**src/rtl/iee_pkg.sv**
```systemverilog
// ---------------------------------------------------------------------------
// iee_pkg: shared types and constants for the infix expression evaluator.
// Token kinds, operator codes, error codes, command and status types, precedence.
// ---------------------------------------------------------------------------
package iee_pkg;

    localparam int STACK_DEPTH = 32;
    localparam int VALUE_WIDTH = 32;
    localparam int SP_W = $clog2(STACK_DEPTH);
    localparam int CNT_W = $clog2(STACK_DEPTH + 1);
    localparam int DIV_CNT_W = $clog2(VALUE_WIDTH + 1);

    // Token kinds.
    localparam logic [2:0] TOK_NUMBER = 3'd0;
    localparam logic [2:0] TOK_OPERATOR = 3'd1;
    localparam logic [2:0] TOK_OPEN = 3'd2;
    localparam logic [2:0] TOK_CLOSE = 3'd3;
    localparam logic [2:0] TOK_END = 3'd4;

    // Operator stack codes.
    localparam logic [2:0] OPC_ADD = 3'd0;
    localparam logic [2:0] OPC_SUB = 3'd1;
    localparam logic [2:0] OPC_MUL = 3'd2;
    localparam logic [2:0] OPC_DIV = 3'd3;
    localparam logic [2:0] OPC_PAREN = 3'd4;

    // Error codes.
    localparam logic [1:0] ERR_NONE = 2'd0;
    localparam logic [1:0] ERR_UNDERFLOW = 2'd1;
    localparam logic [1:0] ERR_OVERFLOW = 2'd2;
    localparam logic [1:0] ERR_DIVZERO = 2'd3;

    // Datapath commands issued by the controller.
    typedef struct packed {
        logic       latch_token;  // capture the input item
        logic       push_num;     // push the latched number
        logic       push_op;      // push the latched operator code
        logic       push_paren;   // push an open paren marker
        logic       pop_op;       // drop the top operator
        logic       read_op;      // fetch top operator into register
        logic       reduce_rd;    // fetch and pop two top values and pop the operator
        logic       read_top;     // fetch the top value without popping
        logic       reduce_exec;  // start arithmetic on fetched values
        logic       reduce_wb;    // push arithmetic result
        logic       flag_under;   // flag underflow
        logic       load_out;     // capture the result item
        logic       clear;        // clear counts for the next expression
        logic       count_token;  // advance the token counter
    } iee_cmd_t;

    typedef struct packed {
        logic [CNT_W-1:0] vcount;
        logic [CNT_W-1:0] ocount;
        logic [2:0]       top_op;
        logic [2:0]       action;
        logic [2:0]       tok_op;
        logic             alu_done;
    } iee_status_t;

    function automatic logic [1:0] prec(input logic [2:0] opc);
        logic [1:0] p;
        begin
            case (opc)
                OPC_ADD, OPC_SUB: p = 2'd1;
                OPC_MUL, OPC_DIV: p = 2'd2;
                default: p = 2'd0;
            endcase
            return p;
        end
    endfunction

endpackage

```
**src/rtl/infix_expression_evaluator_unit.sv**
```systemverilog
// ---------------------------------------------------------------------------
// infix_expression_evaluator_unit: two-stack infix evaluator.
// Tokens in, one result item for each end-of-line token.
//
//   channel  direction  handshake             payload
//   in       input      in_valid / in_stall   action, number, operator_code
//   out      output     out_valid / out_stall result_value, tokens_consumed,
//                                             error_code
//
// A number, open paren or separator is pushed or dropped straight from decode.
// An operator, close paren or end token peeks the operator stack and reduces
// while precedence allows; a divide reduction runs one quotient bit a cycle in
// the divider, an operator with too few values is dropped on underflow and each
// unmatched open paren is dropped at end. The end token then emits and clears.
// Reset clears the counts and the error; stacks need no clearing.
// While a result is held under stall, no new item is taken.
// ---------------------------------------------------------------------------
module infix_expression_evaluator_unit
    import iee_pkg::*;
(
    input  logic               clk,
    input  logic               rst_n,
    input  logic               in_valid,
    output logic               in_stall,
    input  logic [2:0]         action,
    input  logic signed [31:0] number,
    input  logic [1:0]         operator_code,
    output logic               out_valid,
    input  logic               out_stall,
    output logic signed [31:0] result_value,
    output logic [15:0]        tokens_consumed,
    output logic [1:0]         error_code
);

    iee_cmd_t    cmd;
    iee_status_t status;

    iee_ctrl u_ctrl (
        .clk       (clk),
        .rst_n     (rst_n),
        .in_valid  (in_valid),
        .in_stall  (in_stall),
        .out_valid (out_valid),
        .out_stall (out_stall),
        .status    (status),
        .cmd       (cmd)
    );

    iee_datapath u_dp (
        .clk             (clk),
        .rst_n           (rst_n),
        .cmd             (cmd),
        .action          (action),
        .number          (number),
        .operator_code   (operator_code),
        .status          (status),
        .result_value    (result_value),
        .tokens_consumed (tokens_consumed),
        .error_code      (error_code)
    );

endmodule

```
**src/rtl/iee_alu.sv**
```systemverilog
// ---------------------------------------------------------------------------
// iee_alu: arithmetic unit for one reduction.
// Add, subtract and multiply have their result registered in the cycle after
// start; divide is restoring, one quotient bit per cycle.
// ---------------------------------------------------------------------------
module iee_alu
    import iee_pkg::*;
(
    input  logic                   clk,
    input  logic                   rst_n,
    input  logic                   start,
    input  logic [2:0]             opc,
    input  logic [VALUE_WIDTH-1:0] a,
    input  logic [VALUE_WIDTH-1:0] b,
    output logic                   done,
    output logic                   div_zero,
    output logic [VALUE_WIDTH-1:0] result
);

    logic                   busy_reg, busy_next;
    logic                   done_reg, done_next;
    logic                   dz_reg, dz_next;
    logic                   neg_reg, neg_next;
    logic [DIV_CNT_W-1:0]   cnt_reg, cnt_next;
    logic [VALUE_WIDTH-1:0] quo_reg, quo_next;
    logic [VALUE_WIDTH-1:0] rem_reg, rem_next;
    logic [VALUE_WIDTH-1:0] dvs_reg, dvs_next;
    logic [VALUE_WIDTH-1:0] res_reg, res_next;
    logic [VALUE_WIDTH-1:0] mag_a, mag_b;
    logic [VALUE_WIDTH:0]   trial;
    logic [VALUE_WIDTH:0]   shifted;

    assign mag_a = a[VALUE_WIDTH-1] ? (~a + 1'b1) : a;
    assign mag_b = b[VALUE_WIDTH-1] ? (~b + 1'b1) : b;
    assign shifted = {rem_reg, quo_reg[VALUE_WIDTH-1]};
    assign trial = shifted - {1'b0, dvs_reg};

    // Start, divide step and completion.
    always_comb
    begin
        busy_next = busy_reg;
        done_next = 1'b0;
        dz_next = dz_reg;
        neg_next = neg_reg;
        cnt_next = cnt_reg;
        quo_next = quo_reg;
        rem_next = rem_reg;
        dvs_next = dvs_reg;
        res_next = res_reg;
        if (start)
        begin
            dz_next = 1'b0;
            case (opc)
                OPC_ADD: begin res_next = a + b; done_next = 1'b1; end
                OPC_SUB: begin res_next = a - b; done_next = 1'b1; end
                OPC_MUL: begin res_next = a * b; done_next = 1'b1; end
                default:
                begin
                    if (b == '0)
                    begin
                        res_next = '0;
                        dz_next = 1'b1;
                        done_next = 1'b1;
                    end
                    else
                    begin
                        busy_next = 1'b1;
                        neg_next = a[VALUE_WIDTH-1] ^ b[VALUE_WIDTH-1];
                        quo_next = mag_a;
                        rem_next = '0;
                        dvs_next = mag_b;
                        cnt_next = DIV_CNT_W'(VALUE_WIDTH);
                    end
                end
            endcase
        end
        else if (busy_reg)
        begin
            if (!trial[VALUE_WIDTH])
            begin
                rem_next = trial[VALUE_WIDTH-1:0];
                quo_next = {quo_reg[VALUE_WIDTH-2:0], 1'b1};
            end
            else
            begin
                rem_next = shifted[VALUE_WIDTH-1:0];
                quo_next = {quo_reg[VALUE_WIDTH-2:0], 1'b0};
            end
            cnt_next = cnt_reg - 1'b1;
            if (cnt_reg == DIV_CNT_W'(1))
            begin
                busy_next = 1'b0;
                done_next = 1'b1;
                res_next = neg_reg ? (~quo_next + 1'b1) : quo_next;
            end
        end
    end

    always_ff @(posedge clk or negedge rst_n)
    begin
        if (!rst_n)
        begin
            busy_reg <= 1'b0;
            done_reg <= 1'b0;
        end
        else
        begin
            busy_reg <= busy_next;
            done_reg <= done_next;
        end
    end

    always_ff @(posedge clk)
    begin
        dz_reg <= dz_next;
        neg_reg <= neg_next;
        cnt_reg <= cnt_next;
        quo_reg <= quo_next;
        rem_reg <= rem_next;
        dvs_reg <= dvs_next;
        res_reg <= res_next;
    end

    assign done = done_reg;
    assign div_zero = dz_reg;
    assign result = res_reg;

endmodule

```
**src/rtl/iee_datapath.sv**
```systemverilog
// ---------------------------------------------------------------------------
// iee_datapath: value and operator stacks, token register, counters and
// the result register.
// ---------------------------------------------------------------------------
module iee_datapath
    import iee_pkg::*;
(
    input  logic                   clk,
    input  logic                   rst_n,
    input  iee_cmd_t               cmd,
    input  logic [2:0]             action,
    input  logic signed [31:0]     number,
    input  logic [1:0]             operator_code,
    output iee_status_t            status,
    output logic signed [31:0]     result_value,
    output logic [15:0]            tokens_consumed,
    output logic [1:0]             error_code
);

    logic [VALUE_WIDTH-1:0] vstack [STACK_DEPTH];
    logic [2:0]             ostack [STACK_DEPTH];

    logic [CNT_W-1:0]       vcount_reg, vcount_next;
    logic [CNT_W-1:0]       ocount_reg, ocount_next;
    logic [15:0]            tcount_reg, tcount_next;
    logic [1:0]             err_reg, err_next;
    logic [2:0]             act_reg;
    logic [2:0]             topc_reg;
    logic [VALUE_WIDTH-1:0] num_reg;
    logic [2:0]             top_reg;
    logic [2:0]             redop_reg;
    logic [VALUE_WIDTH-1:0] va_reg, vb_reg;
    logic [31:0]            res_reg;
    logic [15:0]            tok_out_reg;
    logic [1:0]             err_out_reg;
    logic                   alu_done, alu_dz;
    logic [VALUE_WIDTH-1:0] alu_res;
    logic [SP_W-1:0]        vtop_idx, vsec_idx, otop_idx;
    logic                   v_full, o_full;
    logic                   push_v;
    logic [VALUE_WIDTH-1:0] push_v_data;
    logic                   push_o;
    logic [2:0]             push_o_data;
    logic [1:0]             flag_code;
    logic                   flag_en;

    assign v_full = (vcount_reg == CNT_W'(STACK_DEPTH));
    assign o_full = (ocount_reg == CNT_W'(STACK_DEPTH));
    assign vtop_idx = SP_W'(vcount_reg - 1'b1);
    assign vsec_idx = SP_W'(vcount_reg - 2'd2);
    assign otop_idx = SP_W'(ocount_reg - 1'b1);

    iee_alu u_alu (
        .clk      (clk),
        .rst_n    (rst_n),
        .start    (cmd.reduce_exec),
        .opc      (redop_reg),
        .a        (va_reg),
        .b        (vb_reg),
        .done     (alu_done),
        .div_zero (alu_dz),
        .result   (alu_res)
    );

    // Push selection and error flagging.
    always_comb
    begin
        push_v = cmd.push_num | cmd.reduce_wb;
        push_v_data = cmd.reduce_wb ? alu_res : num_reg;
        push_o = cmd.push_op | cmd.push_paren;
        push_o_data = cmd.push_paren ? OPC_PAREN : topc_reg;
        flag_en = 1'b0;
        flag_code = ERR_NONE;
        if (cmd.reduce_wb && alu_dz)
        begin
            flag_en = 1'b1;
            flag_code = ERR_DIVZERO;
        end
        else if ((push_v && v_full) || (push_o && o_full))
        begin
            flag_en = 1'b1;
            flag_code = ERR_OVERFLOW;
        end
        else if (cmd.flag_under)
        begin
            flag_en = 1'b1;
            flag_code = ERR_UNDERFLOW;
        end
    end

    // Counter updates.
    always_comb
    begin
        vcount_next = vcount_reg;
        ocount_next = ocount_reg;
        tcount_next = tcount_reg;
        err_next = err_reg;
        if (flag_en && err_reg == ERR_NONE)
            err_next = flag_code;
        // A divide by zero push still succeeds unless full; flag order keeps first.
        if (cmd.reduce_wb && alu_dz && v_full && err_reg == ERR_NONE)
            err_next = ERR_DIVZERO;
        if (cmd.reduce_rd)
        begin
            ocount_next = ocount_reg - 1'b1;
            vcount_next = vcount_reg - 2'd2;
        end
        if (cmd.pop_op)
            ocount_next = ocount_reg - 1'b1;
        if (push_v && !v_full)
            vcount_next = vcount_reg + 1'b1;
        if (push_o && !o_full)
            ocount_next = ocount_reg + 1'b1;
        if (cmd.count_token && tcount_reg != 16'hFFFF)
            tcount_next = tcount_reg + 1'b1;
        if (cmd.clear)
        begin
            vcount_next = '0;
            ocount_next = '0;
            tcount_next = '0;
            err_next = ERR_NONE;
        end
    end

    always_ff @(posedge clk or negedge rst_n)
    begin
        if (!rst_n)
        begin
            vcount_reg <= '0;
            ocount_reg <= '0;
            tcount_reg <= '0;
            err_reg <= ERR_NONE;
        end
        else
        begin
            vcount_reg <= vcount_next;
            ocount_reg <= ocount_next;
            tcount_reg <= tcount_next;
            err_reg <= err_next;
        end
    end

    // Stack memories and operand fetch.
    always_ff @(posedge clk)
    begin
        if (push_v && !v_full)
            vstack[vcount_reg[SP_W-1:0]] <= push_v_data;
        if (push_o && !o_full)
            ostack[ocount_reg[SP_W-1:0]] <= push_o_data;
        if (cmd.read_op)
            top_reg <= ostack[otop_idx];
        if (cmd.reduce_rd || cmd.read_top)
            vb_reg <= vstack[vtop_idx];
        if (cmd.reduce_rd)
        begin
            va_reg <= vstack[vsec_idx];
            redop_reg <= top_reg;
        end
        if (cmd.latch_token)
        begin
            act_reg <= action;
            num_reg <= VALUE_WIDTH'(number);
            topc_reg <= {1'b0, operator_code};
        end
        if (cmd.load_out)
        begin
            res_reg <= (err_next != ERR_NONE || vcount_reg == '0) ? 32'd0
                       : 32'(vb_reg);
            tok_out_reg <= tcount_reg;
            err_out_reg <= err_next;
        end
    end

    assign status.vcount = vcount_reg;
    assign status.ocount = ocount_reg;
    assign status.top_op = top_reg;
    assign status.action = act_reg;
    assign status.tok_op = topc_reg;
    assign status.alu_done = alu_done;

    assign result_value = res_reg;
    assign tokens_consumed = tok_out_reg;
    assign error_code = err_out_reg;

endmodule

```
**src/rtl/iee_ctrl.sv**
```systemverilog
// ---------------------------------------------------------------------------
// iee_ctrl: token sequencer. Decides pushes, reductions and the end-of-line
// drain, and drives both handshakes.
// ---------------------------------------------------------------------------
module iee_ctrl
    import iee_pkg::*;
(
    input  logic        clk,
    input  logic        rst_n,
    input  logic        in_valid,
    output logic        in_stall,
    output logic        out_valid,
    input  logic        out_stall,
    input  iee_status_t status,
    output iee_cmd_t    cmd
);

    localparam logic [3:0] S_IDLE = 4'd0;
    localparam logic [3:0] S_DECODE = 4'd1;
    localparam logic [3:0] S_PEEK = 4'd2;
    localparam logic [3:0] S_CHECK = 4'd3;
    localparam logic [3:0] S_EXEC = 4'd4;
    localparam logic [3:0] S_WAIT = 4'd5;
    localparam logic [3:0] S_WB = 4'd6;
    localparam logic [3:0] S_FETCH = 4'd7;
    localparam logic [3:0] S_OUT = 4'd8;
    localparam logic [3:0] S_CLEAR = 4'd9;

    logic [3:0] state_reg, state_next;
    logic       ovalid_reg, ovalid_next;
    logic       accept;
    logic       is_end, is_op, is_close;

    assign is_end = (status.action == TOK_END);
    assign is_op = (status.action == TOK_OPERATOR);
    assign is_close = (status.action == TOK_CLOSE);

    // The next item enters once the current one is finished and any prior
    // result has room to be held.
    assign in_stall = (state_reg != S_IDLE) || (ovalid_reg && out_stall);
    assign accept = in_valid && !in_stall;
    assign out_valid = ovalid_reg;

    always_comb
    begin
        state_next = state_reg;
        ovalid_next = ovalid_reg && out_stall;
        cmd = '0;
        case (state_reg)
            S_IDLE:
            begin
                if (accept)
                begin
                    cmd.latch_token = 1'b1;
                    state_next = S_DECODE;
                end
            end
            S_DECODE:
            begin
                case (status.action)
                    TOK_NUMBER:
                    begin
                        cmd.push_num = 1'b1;
                        cmd.count_token = 1'b1;
                        state_next = S_IDLE;
                    end
                    TOK_OPEN:
                    begin
                        cmd.push_paren = 1'b1;
                        cmd.count_token = 1'b1;
                        state_next = S_IDLE;
                    end
                    TOK_OPERATOR, TOK_CLOSE, TOK_END: state_next = S_PEEK;
                    default:
                    begin
                        cmd.count_token = 1'b1;
                        state_next = S_IDLE;
                    end
                endcase
            end
            S_PEEK:
            begin
                if (status.ocount != '0)
                begin
                    cmd.read_op = 1'b1;
                    state_next = S_CHECK;
                end
                else
                    state_next = S_FETCH;
            end
            S_CHECK:
            begin
                // Top operator is in register; decide to reduce, drop an open paren or stop.
                if (is_op)
                begin
                    if (status.top_op != OPC_PAREN &&
                        prec(status.top_op) >= prec(status.tok_op))
                        state_next = S_EXEC;
                    else
                        state_next = S_FETCH;
                end
                else if (status.top_op == OPC_PAREN)
                begin
                    cmd.pop_op = 1'b1;
                    state_next = is_close ? S_FETCH : S_PEEK;
                end
                else
                    state_next = S_EXEC;
            end
            S_EXEC:
            begin
                if (status.vcount < CNT_W'(2))
                begin
                    cmd.pop_op = 1'b1;
                    cmd.flag_under = 1'b1;
                    state_next = S_PEEK;
                end
                else
                begin
                    cmd.reduce_rd = 1'b1;
                    state_next = S_WAIT;
                end
            end
            S_WAIT:
            begin
                cmd.reduce_exec = 1'b1;
                state_next = S_WB;
            end
            S_WB:
            begin
                if (status.alu_done)
                begin
                    cmd.reduce_wb = 1'b1;
                    state_next = S_PEEK;
                end
            end
            S_FETCH:
            begin
                // Finish the token once no more reductions apply.
                if (is_op)
                begin
                    cmd.push_op = 1'b1;
                    cmd.count_token = 1'b1;
                    state_next = S_IDLE;
                end
                else if (is_close)
                begin
                    cmd.count_token = 1'b1;
                    state_next = S_IDLE;
                end
                else
                begin
                    // Fetch top value into operand b via a read with no pop.
                    cmd.read_top = 1'b1;
                    state_next = S_OUT;
                end
            end
            S_OUT:
            begin
                cmd.load_out = 1'b1;
                cmd.flag_under = (status.vcount == '0);
                ovalid_next = 1'b1;
                state_next = S_CLEAR;
            end
            S_CLEAR:
            begin
                cmd.clear = 1'b1;
                state_next = S_IDLE;
            end
            default: state_next = S_IDLE;
        endcase
    end

    always_ff @(posedge clk or negedge rst_n)
    begin
        if (!rst_n)
        begin
            state_reg <= S_IDLE;
            ovalid_reg <= 1'b0;
        end
        else
        begin
            state_reg <= state_next;
            ovalid_reg <= ovalid_next;
        end
    end

endmodule

```
**config.mk**
```make
export PLATFORM = sky130hd
export DESIGN_NAME = infix_expression_evaluator_unit
export DESIGN_NICKNAME = d
export VERILOG_FILES = /design/src/rtl/iee_pkg.sv /design/src/rtl/infix_expression_evaluator_unit.sv /design/src/rtl/iee_alu.sv /design/src/rtl/iee_datapath.sv /design/src/rtl/iee_ctrl.sv
export SDC_FILE = /design/constraint.sdc
export NUM_CORES = 2
export LEC_CHECK = 0
export BUFFER_PORTS_ARGS = -buffer_cell sky130_fd_sc_hd__buf_4
export CORE_MARGIN = 2
export CORE_UTILIZATION = 61
export CTS_CLUSTER_SIZE = 16
export DETAILED_ROUTE_END_ITERATION = 16
export PLACE_DENSITY_LB_ADDON = 0.2
export SLEW_MARGIN = 20
export SYNTH_ARGS = -nofsm -noshare
export SYNTH_HDL_FRONTEND = slang
export SYNTH_SLANG_ARGS = --single-unit
export TNS_END_PERCENT = 50
```
**constraint.sdc**
```tcl
create_clock -name clk -period 8.7 [get_ports clk]
set_clock_uncertainty 0.2 [all_clocks]
set_input_delay 0 -clock clk [delete_from_list [all_inputs] [get_ports clk]]
set_output_delay 0 -clock clk [all_outputs]
set_load 0.005 [all_outputs]
```
# Yosys cells after proc, flatten, opt, wreduce, memory -nomap -nowiden
# Memories as Yosys holds them, arrays and structs flattened. A register that Yosys moved wholly into a read port is not among the register bits.
# Cells that the tools add are included.
# totals
reg_bits	263
ram_bits	1120
output_inout_bits	52
elab_cells	233
mem_count	2
# op_classes
n_addsub	13
n_mul	1
n_lt_le_gt_ge	2
eq_ne	32
n_mux	106
n_bitwise	8
reduce_logical	46
# memory_table
memory	words	width	rd	rd_ports_with_merged_regs	wr	line_no	rtl
u_dp.vstack	32	32	2	2	1	iee_datapath.sv:20	logic [VALUE_WIDTH-1:0] vstack [STACK_DEPTH];
u_dp.ostack	32	3	1	1	1	iee_datapath.sv:21	logic [2:0] ostack [STACK_DEPTH];
# op_table
operator	n
$mux W32	18
$add A32 B1 Y32 const B	3
$not A32 Y32	3
$pmux W32 S3	1
$mux W6	11
$mux W1	46
$pmux W4 S9	1
$sub A33 B32 Y33	1
$add A32 B32 Y32	1
$logic_not A32 Y1	1
$mul A32 B32 Y32	1
$mux W16	2
$sub A32 B32 Y32	1
$mux W31	1
$mux W4	6
$mux W2	11
$add A16 B1 Y16 const B	1
$eq A4 B3 Y1 const B	4
$ne A16 B16 Y1 const B	1
$eq A3 B2 Y1 const B	5
$add A6 B1 Y6 const B	2
$eq A6 B6 Y1 const B	2
$logic_and A1 B1 Y1	12
$logic_not A3 Y1	4
36 further kinds	69

# Logic depth before layout (Yosys ltp)
# depth
depth_word	14
depth_mapped	28

# By module
# A second synthesis with hierarchy kept.
# hier_totals
cells_unflattened	5956
hier_area_um2	86266.5
# by_module_without_submodules
module	n_inst	cells_each	area_per_inst_um2	seq_area_each_um2
iee_datapath	1	2811	58423.5	39097.5
iee_alu	1	3056	27223.6	4134.0
iee_ctrl	1	89	619.3	125.1

# Worst setup path after synthesis
# No wires, ideal clock.
# synth_timing
path_type	register to register
start	register u_dp.vb_reg[0] (read register of u_dp.vstack)
end	register u_dp.u_alu.res_reg[0], in the netlist u_dp.u_alu.result[0], enable pin
setup_ps	708
arrival_ps	6965
required_ps	7792
slack_ps	826
stages_incl_launch_ff	12
n_path_buf	0
synth_period_minus_slack_ps	7874
cell_sequence	edfxtp_1 > inv_1 > ha_1 > nor3b_1 > nand4_1 > or2_2 > nor2_1 > and2_1 > nand2_1 > nor4b_1 > nor4_1 > nor2_1
# synth_via
elab_chain_cells	3
# synth_rtl
element	line_no	rtl
start: declaration	iee_datapath.sv:32	logic [VALUE_WIDTH-1:0] va_reg, vb_reg;
$logic_not A32 Y1	iee_alu.sv:59	if (b == '0)
$ne A5 B1 Y1 (no source line)	--	
$reduce_and A3 Y1 (no source line)	--	
end signal: assignment	iee_alu.sv:121	res_reg <= res_next;
end: declaration	iee_alu.sv:28	logic [VALUE_WIDTH-1:0] res_reg, res_next;
# No other way between the ends.
# A chain may end at the register's enable or synchronous reset.

# Worst setup path after layout
# layout_timing
start	register u_dp.vb_reg[4] (read register of u_dp.vstack)
end	register u_dp.u_alu.res_reg[25], in the netlist u_dp.u_alu.result[25] (data pin)
# layout_via
elab_chain_cells	3
word_cells_on_any_way	5
cone_classes	add/sub (2); mul (1); mux (2)
# layout_rtl
element	line_no	rtl
$mul A32 B32 Y32, or another cell as far along	iee_alu.sv:56	OPC_MUL: begin res_next = a * b; done_next = 1'b1; end
$pmux W32 S3 *	iee_alu.sv:53	case (opc)
$mux W32 *	iee_alu.sv:50	if (start)
net u_dp.u_alu.res_next[25]	iee_alu.sv:28	
# Mark *: on every way through the listed nets, which the timed path passes. The rest lies on a longest branch.

==> run summary <==
Min path
- input pin to async pin — worst hold-check path type

Synth
- 72 — library cells used by synthesis
- 1,450 — register bit total from synthesis
- 51.0% — share of synthesized area occupied by flip-flops and latches
- 6,315 — net count after synthesis
- edfxtp_1 — most used flip-flop cell after synthesis
- 5,657 — cells after synthesis
- 0 — Synthesis Warnings
- 84,900 µm² — Post-Syn Area
- 2.55% — share of synthesized flip-flops with an asynchronous set or reset
- 1,413 — count of flip-flops with a built-in enable after synthesis
- 15.0 µm² — average size of a mapped cell

Run
- 0 — number of maximum-capacitance violations

Routing
- 52,500 — overall via count from detail_route
- 6 — drt first pass iters
- 7,367 — initial DRC count
- 31.6 µm — average detailed-routed wire length per instance
- 0 — Post-DRT Antenna Nets
- 243,000 µm — total wire length
- 0 — total DRC errors in the routed layout
- 6.83 — via-per-instance ratio

Global route
- 142 — pin count of the biggest net entering global routing
- 13 — number of antenna violations at the first check in global routing
- 34.9% — total global routing track utilization
- 53,300 — vias in the first global route
- 357,000 µm — global-route wire length before repair
- 0 — total congestion overflow after global routing

Clock network
- 0 — post-CTS resize count
- 3 — maximum clock insertion buffer count
- 0.83 ns — latest clock arrival within the worst-skew pair
- 4 — # H-tree levels
- clkbuf_16 — clock root buffer
- 1,450 — CTS sink cnt
- 152 — number of clock buffers inserted by TritonCTS
- done — TritonCTS clock tree
- 0.07 ns — clock transition at the register clock pins on the worst setup and hold paths after CTS

STA
- 0 — Max Transition Viols Final
- 0.125 GHz — Fmax
- 0.695 ns — final worst-path setup slack
- 0 — endpoints failing hold
- 8.00 ns — shortest clock period the worst path allows after layout
- 14.3% — worst slew margin relative to its limit
- 92.0% — period utilisation layout
- 0 — Final setup violation count
- 1.29 ns — Worst-Margin Slew
- false — setup repair after global routing missed its margin
- 0 ns — Total Negative Setup Slacks

Run status
- finished clean — run status

Worst setup path
- 8.30 ns — arrival time at the worst endpoint
- flop to flop — worst setup path category
- flop — startpoint type of the worst setup path
- 19 — Worst Path Max Fanout
- flop — sort of element at the end of the critical path
- 25 — R2R depth
- 8.99 ns — Required @ worst endpoint

Die
- 136 — row count
- 142,000 µm² — DIE AREA
- 377 µm — width of the die
- 377 µm — height of the die
- 93 — boundary pin count
- 61.6% — initial core utilization
- 138,000 µm² — Placeable Area

Place
- 0.970 — Placer Congestion
- 0.773 ns — pre-CTS worst setup slack
- 150,000 µm — estimated wirelength of the detail-placed design
- 7,332 — instance count after placement with tap cells included
- 92 — I/O Buffers

Finish
- 68.3% — Finished Core Util
- 21.8% — fraction of final layout cells with drive strength greater than 1
- edfxtp_1 (1,413), mux4_2 (670), nand2_1 (478) — commonest cells after routing, fill and taps aside
- 6,431 — Final nets
- 7,694 — final non-filler cell total
- 1,024 — number of flip-flops under the largest register name
- 10.7% — area growth from synthesis to layout
- edfxtp_1 — commonest non-fill, non-tap cell in the layout

stage by stage:
stage,hold WS [ns],instance area (µm²)
floorplan,-0.496,84900
global placement,-0.190,88100
detailed placement,-0.183,88100
CTS,0.00147,94000
global route,0.0971,94100
finish,0.0786,94100
path summary, 6_finish.rpt:
check | startpoint | end | slack (ns)
setup reg to reg | u_dp.vb_reg[4] | u_dp.u_alu.result[25] | 0.70
setup / recovery | u_dp.vb_reg[4] | u_dp.u_alu.result[25] | 0.70
min in group clk | number[5] | u_dp.num_reg[5] | 0.24
max in group asynchronous | rst_n | u_dp.tcount_reg[11] | 7.99
hold / removal | rst_n | u_ctrl.state_reg[0] | 0.08
hold reg to reg | u_dp.top_reg[0] | u_dp.redop_reg[0] | 0.25
synth_stat cells (12+ instances only):
master	count	area (µm²)
a211oi_1	16	120
a21o_1	32	240
a21oi_1	122	611
a221oi_1	20	175
a31oi_1	19	119
and2_1	340	2130
and3_1	18	113
buf_1	46	173
clkbuf_1	301	1130
dfrtp_1	37	926
edfxtp_1	1413	42400
fa_1	410	8210
ha_1	207	2590
inv_1	454	1700
mux2_2	68	766
mux2i_1	31	310
mux4_2	670	15100
nand2_1	487	1830
nand2b_1	23	144
nand3_1	28	140
nor2_1	217	815
nor2b_1	23	144
nor3_1	33	165
o21a_1	19	143
o21ai_0	127	636
o31ai_1	30	225
or3_1	30	188
or4_1	12	90.1
xnor2_1	154	1350
xor2_1	125	1090
worst max-delay path, cell delays in order (launching register included):
cell,delay [ns]
edfxtp_1,0.73
buf_4,0.38
and2_1,0.19
fa_1,0.43
inv_1,0.08
fa_1,0.43
fa_1,0.50
inv_1,0.06
fa_1,0.54
ha_1,0.23
ha_1,0.27
inv_1,0.05
fa_1,0.49
inv_1,0.06
fa_1,0.44
ha_1,0.34
o21ai_0,0.13
a21oi_1,0.18
o41ai_1,0.15
a31o_2,0.33
o31ai_1,0.43
a21boi_0,0.17
o21bai_1,0.20
xor2_1,0.16
a221oi_1,0.39
a21oi_1,0.13
cell type report:
class	count	area (µm²)
Antenna cell	2	5.00
Tap cell	1794	2240
Sequential cell	1450	43400
Multi-Input combinational cell	3402	39000
Fill cell	9042	43800
Inverter	456	1710
Clock inverter	104	1230
Clock buffer	175	3900
Timing Repair Buffer	311	2640
per-layer routing:
layer | global-route usage [%] | vias up | share of wire, %
met5 | 0 | - | 0.030
met4 | 15.7 | 12 | 5.0
met3 | 8.13 | 695 | 11
met2 | 55.0 | 3507 | 48
met1 | 46.8 | 27000 | 36
li1 | - | 21300 | -
repair_timing:
item | in CTS | in global routing
buffers inserted | 0 | 0
hold buffers | 80 | 0
endpoints found under the hold margin | 114 | 0
cell families (layout without fill, tap and decap cells):
logic type | after synthesis | after routing | synth area share [%]
XOR/XNOR | 279 | 279 | 2.88
buffers and inverters | 805 | 1046 | 3.57
AO/OA/AOI/OAI | 469 | 469 | 3.51
multiplexers | 769 | 769 | 19.0
adder cells (fa/ha/maj) | 617 | 617 | 12.7
other | 0 | 2 | 0
AND/OR/NAND/NOR | 1268 | 1268 | 7.26
flip-flops | 1450 | 1450 | 51.0
Power is not shown: default switching activity piles up to over one toggle a cycle in this logic, so the estimate is an artifact.
